<file path="src/design/hbd_pkg.sv">
// ----------------------------------------------------------------------------
// hbd_pkg: shared types and constants for the HTTP body dechunker
// Item layouts, phase encoding, result and error codes, hex digit decode.
// ----------------------------------------------------------------------------
package hbd_pkg;

  localparam int unsigned DeclLenW = 32;

  // input item kinds (the fourth code is ignored)
  localparam logic [1:0] KIND_START = 2'd0;
  localparam logic [1:0] KIND_DATA  = 2'd1;
  localparam logic [1:0] KIND_END   = 2'd2;

  localparam logic [7:0] CH_CR   = 8'h0d;
  localparam logic [7:0] CH_LF   = 8'h0a;
  localparam logic [7:0] CH_0    = 8'h30;
  localparam logic [7:0] CH_9    = 8'h39;
  localparam logic [7:0] CH_LA   = 8'h61;
  localparam logic [7:0] CH_LF_A = 8'h66;
  localparam logic [7:0] CH_UA   = 8'h41;
  localparam logic [7:0] CH_UF   = 8'h46;

  typedef enum logic [2:0] {
    PH_IDLE     = 3'd0,
    PH_LEN      = 3'd1,
    PH_LINE     = 3'd2,
    PH_SIZE     = 3'd3,
    PH_DATA     = 3'd4,
    PH_DATA_END = 3'd5,
    PH_DONE     = 3'd6,
    PH_ERR      = 3'd7
  } hbd_phase_e;

  typedef enum logic [1:0] {
    OK_BYTE = 2'd0,
    OK_DONE = 2'd1,
    OK_ERR  = 2'd2
  } hbd_okind_e;

  typedef enum logic [1:0] {
    ER_SHORT    = 2'd0,
    ER_NO_CRLF  = 2'd1,
    ER_SIZE     = 2'd2,
    ER_DATA_END = 2'd3
  } hbd_err_e;

  typedef struct packed {
    logic [1:0]          kind;
    logic [7:0]          data_byte;
    logic                chunked;
    logic                has_length;
    logic [DeclLenW-1:0] declared_length;
  } hbd_in_t;

  typedef struct packed {
    logic [1:0] out_kind;
    logic [7:0] body_byte;
    logic [1:0] error_code;
  } hbd_out_t;

  // result of one step: valid flag plus payload
  typedef struct packed {
    logic     valid;
    hbd_out_t item;
  } hbd_res_t;

  typedef struct packed {
    logic       ok;
    logic [3:0] val;
  } hbd_hex_t;

  function automatic hbd_hex_t hbd_hex_decode(logic [7:0] c);
    hbd_hex_t r;
    r.ok  = 1'b1;
    r.val = 4'd0;
    if (c >= CH_0 && c <= CH_9) begin
      r.val = 4'(c - CH_0);
    end else if (c >= CH_LA && c <= CH_LF_A) begin
      r.val = 4'(c - CH_LA + 8'd10);
    end else if (c >= CH_UA && c <= CH_UF) begin
      r.val = 4'(c - CH_UA + 8'd10);
    end else begin
      r.ok = 1'b0;
    end
    return r;
  endfunction

endpackage

</file>
<file path="src/design/hbd_in_stage.sv">
// ----------------------------------------------------------------------------
// hbd_in_stage: input register
// Holds one accepted item until the decoder consumes it.
// ----------------------------------------------------------------------------
module hbd_in_stage (
  input  logic             clk_i,
  input  logic             rst_ni,
  input  logic             valid_i,
  output logic             ready_o,
  input  hbd_pkg::hbd_in_t item_i,
  output logic             valid_o,
  output hbd_pkg::hbd_in_t item_o,
  input  logic             take_i
);
  import hbd_pkg::*;

  logic    vld_q, vld_d;
  hbd_in_t item_q;

  assign ready_o = !vld_q || take_i;
  assign vld_d   = (valid_i && ready_o) || (vld_q && !take_i);

  always_ff @(posedge clk_i or negedge rst_ni) begin
    if (!rst_ni) begin
      vld_q <= 1'b0;
    end else begin
      vld_q <= vld_d;
    end
  end

  always_ff @(posedge clk_i) begin
    if (valid_i && ready_o) begin
      item_q <= item_i;
    end
  end

  assign valid_o = vld_q;
  assign item_o  = item_q;

endmodule

</file>
<file path="src/design/hbd_core.sv">
// ----------------------------------------------------------------------------
// hbd_core: framing state machine
// Phase, byte counter, chunk size parser and line-mode hold byte; one item
// per step.
// ----------------------------------------------------------------------------
module hbd_core #(
  parameter int unsigned LENGTH_BITS     = 32,
  parameter int unsigned CHUNK_SIZE_BITS = 24
) (
  input  logic              clk_i,
  input  logic              rst_ni,
  input  hbd_pkg::hbd_in_t  item_i,
  input  logic              step_i,
  output hbd_pkg::hbd_res_t res_o
);
  import hbd_pkg::*;

  hbd_phase_e                 phase_q, phase_d;
  logic [LENGTH_BITS-1:0]     rem_q, rem_d;
  logic [CHUNK_SIZE_BITS-1:0] acc_q, acc_d;
  logic                       digit_q, digit_d;
  logic                       cr_q, cr_d;
  logic [7:0]                 hold_q, hold_d;
  logic                       hold_vld_q, hold_vld_d;

  logic [LENGTH_BITS-1:0]     start_len;
  logic [LENGTH_BITS-1:0]     chunk_len;
  logic [LENGTH_BITS-1:0]     rem_dec;
  hbd_hex_t                   hex;
  logic                       acc_full;
  logic [7:0]                 b;

  // saturate the declared length into the counter
  if (LENGTH_BITS >= DeclLenW) begin : g_len_wide
    assign start_len = LENGTH_BITS'(item_i.declared_length);
  end else begin : g_len_sat
    assign start_len = (|item_i.declared_length[DeclLenW-1:LENGTH_BITS]) ? '1 :
                       item_i.declared_length[LENGTH_BITS-1:0];
  end

  if (LENGTH_BITS >= CHUNK_SIZE_BITS) begin : g_chunk_wide
    assign chunk_len = LENGTH_BITS'(acc_q);
  end else begin : g_chunk_sat
    assign chunk_len = (|acc_q[CHUNK_SIZE_BITS-1:LENGTH_BITS]) ? '1 :
                       acc_q[LENGTH_BITS-1:0];
  end

  assign b        = item_i.data_byte;
  assign hex      = hbd_hex_decode(b);
  assign rem_dec  = rem_q - LENGTH_BITS'(1);
  assign acc_full = |acc_q[CHUNK_SIZE_BITS-1:CHUNK_SIZE_BITS-4];

  // next state
  always_comb begin
    phase_d    = phase_q;
    rem_d      = rem_q;
    acc_d      = acc_q;
    digit_d    = digit_q;
    cr_d       = cr_q;
    hold_d     = hold_q;
    hold_vld_d = hold_vld_q;
    case (item_i.kind)
      KIND_START: begin
        rem_d      = '0;
        acc_d      = '0;
        digit_d    = 1'b0;
        cr_d       = 1'b0;
        hold_d     = 8'd0;
        hold_vld_d = 1'b0;
        if (item_i.chunked) begin
          phase_d = PH_SIZE;
        end else if (item_i.has_length) begin
          rem_d   = start_len;
          phase_d = (item_i.declared_length == '0) ? PH_DONE : PH_LEN;
        end else if (item_i.declared_length == '0) begin
          phase_d = PH_DONE;
        end else begin
          phase_d = PH_LINE;
        end
      end
      KIND_DATA: begin
        case (phase_q)
          PH_LEN: begin
            rem_d = rem_dec;
            if (rem_dec == '0) phase_d = PH_DONE;
          end
          PH_LINE: begin
            if (hold_vld_q && hold_q == CH_CR && b == CH_LF) begin
              hold_vld_d = 1'b0;
              phase_d    = PH_DONE;
            end else begin
              hold_d     = b;
              hold_vld_d = 1'b1;
            end
          end
          PH_SIZE: begin
            if (cr_q) begin
              if (b != CH_LF) begin
                phase_d = PH_ERR;
              end else begin
                cr_d = 1'b0;
                if (acc_q == '0) begin
                  phase_d = PH_DONE;
                end else begin
                  rem_d   = chunk_len;
                  phase_d = PH_DATA;
                end
              end
            end else if (b == CH_CR) begin
              if (!digit_q) phase_d = PH_ERR;
              else          cr_d    = 1'b1;
            end else if (!hex.ok || acc_full) begin
              phase_d = PH_ERR;
            end else begin
              acc_d   = {acc_q[CHUNK_SIZE_BITS-5:0], hex.val};
              digit_d = 1'b1;
            end
          end
          PH_DATA: begin
            rem_d = rem_dec;
            if (rem_dec == '0) begin
              phase_d = PH_DATA_END;
              cr_d    = 1'b0;
            end
          end
          PH_DATA_END: begin
            if (!cr_q) begin
              if (b != CH_CR) phase_d = PH_ERR;
              else            cr_d    = 1'b1;
            end else if (b != CH_LF) begin
              phase_d = PH_ERR;
            end else begin
              phase_d = PH_SIZE;
              acc_d   = '0;
              digit_d = 1'b0;
              cr_d    = 1'b0;
            end
          end
          default: ;
        endcase
      end
      KIND_END: begin
        phase_d    = PH_IDLE;
        rem_d      = '0;
        acc_d      = '0;
        digit_d    = 1'b0;
        cr_d       = 1'b0;
        hold_d     = 8'd0;
        hold_vld_d = 1'b0;
      end
      default: ;
    endcase
  end

  // result
  always_comb begin
    res_o.valid           = 1'b0;
    res_o.item.out_kind   = OK_BYTE;
    res_o.item.body_byte  = 8'd0;
    res_o.item.error_code = ER_SHORT;
    case (item_i.kind)
      KIND_DATA: begin
        case (phase_q)
          PH_LEN, PH_DATA: begin
            res_o.valid          = 1'b1;
            res_o.item.body_byte = b;
          end
          PH_LINE: begin
            if (hold_vld_q && !(hold_q == CH_CR && b == CH_LF)) begin
              res_o.valid          = 1'b1;
              res_o.item.body_byte = hold_q;
            end
          end
          PH_SIZE: begin
            if ((cr_q && b != CH_LF) ||
                (!cr_q && b == CH_CR && !digit_q) ||
                (!cr_q && b != CH_CR && (!hex.ok || acc_full))) begin
              res_o.valid           = 1'b1;
              res_o.item.out_kind   = OK_ERR;
              res_o.item.error_code = ER_SIZE;
            end
          end
          PH_DATA_END: begin
            if ((!cr_q && b != CH_CR) || (cr_q && b != CH_LF)) begin
              res_o.valid           = 1'b1;
              res_o.item.out_kind   = OK_ERR;
              res_o.item.error_code = ER_DATA_END;
            end
          end
          default: ;
        endcase
      end
      KIND_END: begin
        case (phase_q)
          PH_DONE: begin
            res_o.valid         = 1'b1;
            res_o.item.out_kind = OK_DONE;
          end
          PH_LEN, PH_DATA: begin
            res_o.valid           = 1'b1;
            res_o.item.out_kind   = OK_ERR;
            res_o.item.error_code = ER_SHORT;
          end
          PH_LINE, PH_SIZE, PH_DATA_END: begin
            res_o.valid           = 1'b1;
            res_o.item.out_kind   = OK_ERR;
            res_o.item.error_code = ER_NO_CRLF;
          end
          default: ;
        endcase
      end
      default: ;
    endcase
  end

  always_ff @(posedge clk_i or negedge rst_ni) begin
    if (!rst_ni) begin
      phase_q    <= PH_IDLE;
      rem_q      <= '0;
      acc_q      <= '0;
      digit_q    <= 1'b0;
      cr_q       <= 1'b0;
      hold_q     <= 8'd0;
      hold_vld_q <= 1'b0;
    end else if (step_i) begin
      phase_q    <= phase_d;
      rem_q      <= rem_d;
      acc_q      <= acc_d;
      digit_q    <= digit_d;
      cr_q       <= cr_d;
      hold_q     <= hold_d;
      hold_vld_q <= hold_vld_d;
    end
  end

  // counter never idles at zero while a length body is open
  a_len_nonzero: assert property (@(posedge clk_i) disable iff (!rst_ni)
    (phase_q == PH_LEN || phase_q == PH_DATA) |-> rem_q != '0)
    else $error("byte counter zero inside a counted body");

  // end item always returns to idle
  a_end_idle: assert property (@(posedge clk_i) disable iff (!rst_ni)
    (step_i && item_i.kind == KIND_END) |=> phase_q == PH_IDLE)
    else $error("end item did not return to idle");

  // body bytes only come from a body phase
  a_byte_phase: assert property (@(posedge clk_i) disable iff (!rst_ni)
    (res_o.valid && res_o.item.out_kind == OK_BYTE) |->
      (phase_q == PH_LEN || phase_q == PH_LINE || phase_q == PH_DATA))
    else $error("body byte outside a body phase");

  // a protocol error on a data byte parks the decoder
  a_err_park: assert property (@(posedge clk_i) disable iff (!rst_ni)
    (step_i && item_i.kind == KIND_DATA && res_o.valid &&
     res_o.item.out_kind == OK_ERR) |=> phase_q == PH_ERR)
    else $error("protocol error did not park the decoder");

endmodule

</file>
<file path="src/design/hbd_out_stage.sv">
// ----------------------------------------------------------------------------
// hbd_out_stage: result register
// Holds one result item until the consumer takes it.
// ----------------------------------------------------------------------------
module hbd_out_stage (
  input  logic              clk_i,
  input  logic              rst_ni,
  input  logic              load_i,
  input  hbd_pkg::hbd_out_t item_i,
  output logic              free_o,
  output logic              valid_o,
  input  logic              ready_i,
  output hbd_pkg::hbd_out_t item_o
);
  import hbd_pkg::*;

  logic     vld_q, vld_d;
  hbd_out_t item_q;

  assign free_o = !vld_q || ready_i;
  assign vld_d  = load_i || (vld_q && !ready_i);

  always_ff @(posedge clk_i or negedge rst_ni) begin
    if (!rst_ni) begin
      vld_q <= 1'b0;
    end else begin
      vld_q <= vld_d;
    end
  end

  always_ff @(posedge clk_i) begin
    if (load_i) begin
      item_q <= item_i;
    end
  end

  assign valid_o = vld_q;
  assign item_o  = item_q;

endmodule

</file>
<file path="src/design/http_body_dechunker_top.sv">
// ----------------------------------------------------------------------------
// http_body_dechunker_top: HTTP message body extractor
// Decodes chunked, counted or CRLF-terminated bodies from a byte stream.
// ----------------------------------------------------------------------------
//  channel  dir  handshake              payload
//  in       in   in_valid_i/in_ready_o   in_item_i   (hbd_in_t)
//  out      out  out_valid_o/out_ready_i out_item_o  (hbd_out_t)
//
//  One item per cycle sustained while the output is not stalled; each item
//  gives zero or one result, through the input and then the result register.
//  Reset clears phase, counters and both stage valid bits.
//  A stalled output holds the result register; items without a result still
//  pass, but an item with a result waits in the input register and in_ready_o
//  drops until the result is taken.
// ----------------------------------------------------------------------------
module http_body_dechunker_top #(
  parameter int unsigned LENGTH_BITS     = 32,
  parameter int unsigned CHUNK_SIZE_BITS = 24
) (
  input  logic              clk_i,
  input  logic              rst_ni,
  input  logic              in_valid_i,
  output logic              in_ready_o,
  input  hbd_pkg::hbd_in_t  in_item_i,
  output logic              out_valid_o,
  input  logic              out_ready_i,
  output hbd_pkg::hbd_out_t out_item_o
);
  import hbd_pkg::*;

  logic     stg_vld;
  hbd_in_t  stg_item;
  hbd_res_t res;
  logic     out_free;
  logic     step;

  hbd_in_stage u_in (
    .clk_i   (clk_i),
    .rst_ni  (rst_ni),
    .valid_i (in_valid_i),
    .ready_o (in_ready_o),
    .item_i  (in_item_i),
    .valid_o (stg_vld),
    .item_o  (stg_item),
    .take_i  (step)
  );

  // an item that yields no result never waits for the output
  assign step = stg_vld && (!res.valid || out_free);

  hbd_core #(
    .LENGTH_BITS     (LENGTH_BITS),
    .CHUNK_SIZE_BITS (CHUNK_SIZE_BITS)
  ) u_core (
    .clk_i  (clk_i),
    .rst_ni (rst_ni),
    .item_i (stg_item),
    .step_i (step),
    .res_o  (res)
  );

  hbd_out_stage u_out (
    .clk_i   (clk_i),
    .rst_ni  (rst_ni),
    .load_i  (step && res.valid),
    .item_i  (res.item),
    .free_o  (out_free),
    .valid_o (out_valid_o),
    .ready_i (out_ready_i),
    .item_o  (out_item_o)
  );

endmodule
</file>
<file path="config.mk">
export PLATFORM = sky130hd
export DESIGN_NAME = http_body_dechunker_top
export DESIGN_NICKNAME = d
export VERILOG_FILES = /design/src/design/hbd_pkg.sv /design/src/design/hbd_in_stage.sv /design/src/design/hbd_core.sv /design/src/design/hbd_out_stage.sv /design/src/design/http_body_dechunker_top.sv
export SDC_FILE = /design/constraint.sdc
export NUM_CORES = 1
export LEC_CHECK = 0
export ABC_AREA = 1
export BUFFER_PORTS_ARGS = -buffer_cell sky130_fd_sc_hd__clkbuf_2
export CORE_ASPECT_RATIO = 0.5
export CORE_MARGIN = 2
export CORE_UTILIZATION = 40
export DETAILED_ROUTE_END_ITERATION = 6
export HOLD_SLACK_MARGIN = 0.03
export PLACE_DENSITY_LB_ADDON = 0.2
export SLEW_MARGIN = 15
export SYNTH_ARGS = -nofsm -noshare
export SYNTH_HDL_FRONTEND = slang
export SYNTH_SLANG_ARGS = --single-unit
</file>
<file path="constraint.sdc">
create_clock -name clk_i -period 3.02 [get_ports clk_i]
set_input_delay 0.453 -clock clk_i [delete_from_list [all_inputs] [get_ports clk_i]]
set_output_delay 0.453 -clock clk_i [all_outputs]
set_load 0.005 [all_outputs]
</file>
== Word-level counts from Yosys, hierarchy flattened ==
Cells that the tools add are included.
Operators by class
  $add $sub $neg: 6
  order comparisons: 6
  eq/ne operators: 33
  mux-type cells: 74
  reductions and logical operators: 52
Operators with widths (number)
  $mux 32: 5
  $mux 24: 5
  $pmux 24 s2: 2
  $pmux 32 s3: 1
  $logic_not 32->1: 2
  $pmux 32 s2: 1
  $mux 3: 17
  $pmux 8 s2: 2
  $sub 32x1->32 const B: 1
  $eq 8x4->1 const B: 3
  $logic_not 24->1: 1
  $mux 8: 3
  $ne 3x3->1 const B: 8
  $mux 1: 19
  $logic_and 1x1->1: 17
  $ge 8x7->1 const B: 2
  $le 8x7->1 const B: 2
  $ne 8x4->1 const B: 2
  $ne 3x2->1 const B: 5
  $pmux 3 s5: 1
  $mux 4: 3
  $pmux 2 s2: 3
  $pmux 3 s2: 2
  $sub 4x1->4 const B: 3
  33 further kinds: 61
Storage, ports and cells
  flip-flop bits (word level): 128
  input port bits: 48
  output and inout bits: 14
  word-level logic and storage cells: 188

== Logic depth before layout (Yosys ltp) ==
  depth in word-level cells: 18
  gate-level depth with buffers: 20

== By module ==
Synthesis repeated with hierarchy kept, for this count alone.
Second synthesis, totals
  cells, all modules: 845
  area total of the unflattened synthesis: 7119.3 um2
By module, submodules not included
  hbd_core: times used 1, cells each 773, area each 5322.6 um2, sequential area each 1751.7 um2
  hbd_in_stage: times used 1, cells each 50, area each 1366.3 um2, sequential area each 1346.3 um2
  hbd_out_stage: times used 1, cells each 17, area each 405.4 um2, sequential area each 385.4 um2
  http_body_dechunker_top: times used 1, cells each 5, area each 25.0 um2, sequential area each 0.0 um2

== Worst setup path before layout ==
No wires, ideal clock.
  kind: reg-to-reg
  from: register u_in.item_q (netlist bit u_in.item_o[35])
  to: register u_in.item_q (netlist bit u_in.item_o[0]) (enable)
  arrival: 2489 ps
  path slack: 133 ps
  stages on the path, launching flop included: 17
  clock period less this slack: 2887 ps
  cells stage by stage: edfxtp_1 -> inv_1 -> ha_1 -> nor2_1 -> nand2_1 -> nand3_2 -> nand2_1 -> nand2_1 -> nand2_1 -> nand2_1 -> nand2_1 -> nand3_1 -> nand2_1 -> nand2_2 -> nand4_1 -> nand2_1 -> inv_1
Between the ends
  cells in the longest elaborated chain, start to end: 17
  elaborated cells between the ends (all ways): 39
  those cells by class: order compare: 6; eq/ne: 4; mux: 8; reduce/logical: 21
Ends and longest elaborated chain
  from (decl): line hbd_in_stage.sv:18  | hbd_in_t item_q;
  from (signal assigned): line hbd_in_stage.sv:33  | item_q <= item_i;
  $ge 8x7->1 or $le 8x7->1 (tied branches): line hbd_pkg.sv:80  | end else if (c >= CH_UA && c <= CH_UF) begin
  $logic_and 1x1->1: line hbd_pkg.sv:80
  $mux 1: line hbd_pkg.sv:80
  $mux 1: line hbd_pkg.sv:78  | end else if (c >= CH_LA && c <= CH_LF_A) begin
  $mux 1: line hbd_pkg.sv:76  | if (c >= CH_0 && c <= CH_9) begin
  $logic_not 1->1: line hbd_core.sv:177  | (!cr_q && b != CH_CR && (!hex.ok || acc_full))) begin
  $logic_or 1x1->1: line hbd_core.sv:177
  $logic_and 1x1->1: line hbd_core.sv:177
  [... 2 more ...]
  $pmux 1 s4 *: line hbd_core.sv:163  | case (phase_q)
  $pmux 3 s2 *: line hbd_core.sv:161  | case (item_i.kind)
  $logic_not 1->1 *: line http_body_dechunker_top.sv:49  | assign step = stg_vld && (!res.valid || out_free);
  $logic_or 1x1->1 *: line http_body_dechunker_top.sv:49
  $logic_and 1x1->1 *: line http_body_dechunker_top.sv:49
  $logic_or 1x1->1 *: line hbd_in_stage.sv:20  | assign ready_o = !vld_q || take_i;
  named net in_ready_o: line http_body_dechunker_top.sv:23  | output logic in_ready_o,
  $logic_and 1x1->1 *: line hbd_in_stage.sv:32  | if (valid_i && ready_o) begin
The timed path passes the listed nets; every way through them passes the cells marked *.
A chain may end at the register's enable or synchronous reset.

== Worst setup path in the final report ==
  from: register u_in.item_q (netlist bit u_in.item_o[35])
  to: output port in_ready_o
Between the ends
  cells in the longest elaborated chain, start to end: 16
  elaborated cells between the ends (all ways): 38
  those cells by class: order compare: 6; eq/ne: 4; mux: 8; reduce/logical: 20
Ends and longest elaborated chain
  $ge 8x7->1 or $le 8x7->1 (tied branches): line hbd_pkg.sv:80
  $logic_and 1x1->1: line hbd_pkg.sv:80
  $mux 1: line hbd_pkg.sv:80
  $mux 1: line hbd_pkg.sv:78
  $mux 1: line hbd_pkg.sv:76
  $logic_not 1->1: line hbd_core.sv:177
  $logic_or 1x1->1: line hbd_core.sv:177
  $logic_and 1x1->1: line hbd_core.sv:177
  $logic_or 1x1->1: line hbd_core.sv:176  | (!cr_q && b == CH_CR && !digit_q) ||
  $mux 3: line hbd_core.sv:175  | if ((cr_q && b != CH_LF) ||
  $pmux 1 s4 *: line hbd_core.sv:163
  $pmux 3 s2 *: line hbd_core.sv:161
  $logic_not 1->1 *: line http_body_dechunker_top.sv:49
  $logic_or 1x1->1 *: line http_body_dechunker_top.sv:49
  $logic_and 1x1->1 *: line http_body_dechunker_top.sv:49
  $logic_or 1x1->1 *: line hbd_in_stage.sv:20
  to (decl): line http_body_dechunker_top.sv:23
Mark *: on every way between the ends. The rest lies on a longest branch, timed or not.

==> results_dict.tcl <==
set metrics [dict create \
    status "completed" \
    crit_type "flop to output pin" \
    path_cells "inv_1 > ha_1 > nand3_1 > nor2_4 > buf_4 > nor2_1 > nand2_1 > nand2_1 > nand2_1 > nand3_1 > nand2_1 > nand2_2 > nand4_1 > buf_2" \
    wl_mm 19.8 \
    avgViaCountPerCell 5.19 \
    placed_cell_area_mm2 0.00796 \
    start_util_pct 40.6 \
    hold_viol_final 0 \
    final_core_util_pct 46.9 \
    antenna_cells 0 \
    grtUsageTotal_pct 21.3 \
    place_congestion 0.907 \
    place_ws_ps 289 \
    drtIter0Drc 548 \
    post-route-drc-count 0 \
    cpPeakStageDelay_ps 420 \
    synth.top_cell.area_share_pct 24.3 \
    rows 35 \
    worst_pin_slew_ps 993 \
    synth_area_per_cell_um2 7.99 \
    dieArea_mm2 0.0197 \
    synth.distinct_cells 51 \
    p_leak_nw 3.89 \
    report.power.total_mw 6.26 \
    layout-drive-gt1-share_pct 17.6 \
    coreArea_mm2 0.0183 \
    die_h_um 100 \
    cts.sinks 128 \
    io_buffers 61 \
    cp_max_fo 5 \
    async_reset_ff_share_pct 56.3 \
    max_freq_mhz 351 \
    cts_tree "built" \
    reg2regPathDepth 19 \
    r2r_setup_slack_ps 300 \
    crit_path_end_kind "output pin" \
    grt_pass1_vias 6127 \
    holdWs_ps 195 \
    cts_buffers 17 \
    max-vdd-ir-drop_mv 0.428 \
    clkLatencyLatePin_ps 420 \
    yosysWarnings 0 \
    setup_slack_ps 167 \
    die_x_um 197 \
    synth-seq-cells 128 \
    post-route-period-util_pct 94.5 \
    ys_seq_area_share_pct 46.9 \
    ant_nets 0 \
    route.vias.total 6475 \
    h-tree-depth 4 \
    slew_viol_final 0 \
    grt_max_degree 73 \
    cp.required_ps 2570 \
    cpMaxStageDelayCell "edfxtp_1" \
    worstPathArrival_ps 2400 \
    synth_area_leaders "dfrtp_1 (24%), edfxtp_1 (23%), nand2_1 (15%)" \
    finalNonFillerCells 1247 \
    cap_violations 0 \
    synth.most_common_cell "nand2_1" \
    setup_viol 0 \
    drt_first_pass_iters 5 \
    final.min_clock_period_ps 2850 \
    dp_cells 1209 \
    clk_path_buf_depth 2 \
    grt_pass1_wl_mm 32.4 \
    nFillCells 1834 \
    synth_edf_count 56 \
    crit-reg2reg-launch "u_in.item_o[35]" \
    design_area_mm2 0.00858 \
    grt_overflow 0 \
    cts.clk_slew.worst_paths_ps 60 \
    clockRootBuffer "clkbuf_16" \
    routedWlPerCell_um 15.9 \
    synthTopCellsByCount "nand2_1 (292), nor2_1 (101), inv_1 (81)" \
    antenna_found_initial 0 \
    dp_hpwl_mm 14.5 \
    start_kind "flop" \
    final_nets 1053 \
    r2r-end "u_core.rem_q[9]" \
    synthCells 929 \
    power.density_mw_per_mm2 730 \
    slew_headroom_pct 33.8 \
    synth_area_leader_cell "dfrtp_1" \
    hold_path_class "input pin to asynchronous set/reset pin" \
    ys.flop_type "dfrtp_1" \
    cp_common_cell "nand2_1" \
    area_growth_pct 15.5 \
    syn-num-nets 988 \
    skew_ps 11.5 \
    ioPinCount 62 \
    finalSetupTns_ps 0 \
    synth_area_mm2 0.00743 \
]
==> cells in the final DEF, fill, tap and decap left out, types with 11 or more instances in the layout <==
cell type	n
dfrtp_1	72
nand3_1	71
edfxtp_1	56
nand4_1	18
nor2_1	101
a21oi_1	13
clkbuf_2	59
ha_1	11
o21ai_1	20
o21ai_0	32
nand2_1	291
buf_4	17
a32oi_1	16
inv_1	80
o21ai_2	34
clkbuf_16	17
==> per-layer routing <==
metal  global-route usage, %  vias to the layer above  part of all wire (%)
li1                        -                     3217                     -
met1                    31.0                     3068                    50
met2                    31.9                      171                    43
met3                    5.04                       19                   5.3
met4                    5.49                        0                   1.5
met5                       0                        -                     0
==> logic make-up after synthesis <==
logic type	Yosys count	share of synthesized area, %
DFF	128	46.9
xor gates and xnor gates	9	1.06
AOI/OAI and AO/OA	137	12.6
and+or+nand+nor	522	30.5
adders and majority gates	11	1.85
buffers and inverters	122	7.09
==> layout make-up <==
cell class                 count  area, µm²  share of cell area [%]
tap                          240        300                    3.50
multi-input combinational    679       3430                    40.0
sequential                   128       3480                    40.6
clock buffer                  19        433                    5.05
timing repair buffer          79        468                    5.46
inverter                      89        337                    3.92
clock inverter                13        128                    1.49
==> critical path: cells and delay by family (launching register included) <==
family | cells | cell delay, ps
AND/OR/NAND/NOR | 10 | 910
buffers and inverters | 3 | 430
adder cells (fa/ha/maj) | 1 | 220
flip-flops | 1 | 420
==> registers in the layout, summed over array words and instances, names as in the netlist <==
signal             count
u_out.item_o          12
u_core.hold_vld_q      1
u_in.valid_o           1
u_core.acc_q          24
u_core.rem_q          32
u_core.phase_q         3
u_in.item_o           44
u_core.cr_q            1
u_core.hold_q          8
u_out.valid_o          1
u_core.digit_q         1
==> power by group <==
group | internal, mW | switching, mW | total [mW]
logic | 0.660 | 1.47 | 2.13
registers | 1.98 | 0.164 | 2.14
clock network | 1.15 | 0.842 | 1.99
==> worst max-delay path by stage <==
stage / startpoint / end / slack [ps] / cells after the start
after floorplan: u_in.item_o[35] / u_in.item_o[0] / 130 / 16
after global placement: u_in.item_o[34] / u_in.item_o[12] / 370 / 17
after detailed placement: u_in.item_o[34] / u_core.rem_q[16] / 290 / 20
after CTS: u_core.phase_q[1] / in_ready_o / 120 / 11
after global routing: u_in.item_o[35] / in_ready_o / -9 / 15
final: u_in.item_o[35] / in_ready_o / 170 / 14
==> repair_timing <==
action / 4_1_cts / 5_1_grt
endpoints found under the setup margin: 0 / 14
hold buffers: 0 / 0
setup buffers: 0 / 6
gates resized for setup: 0 / 3
No activity file was read; power rests on OpenSTA's default activity.
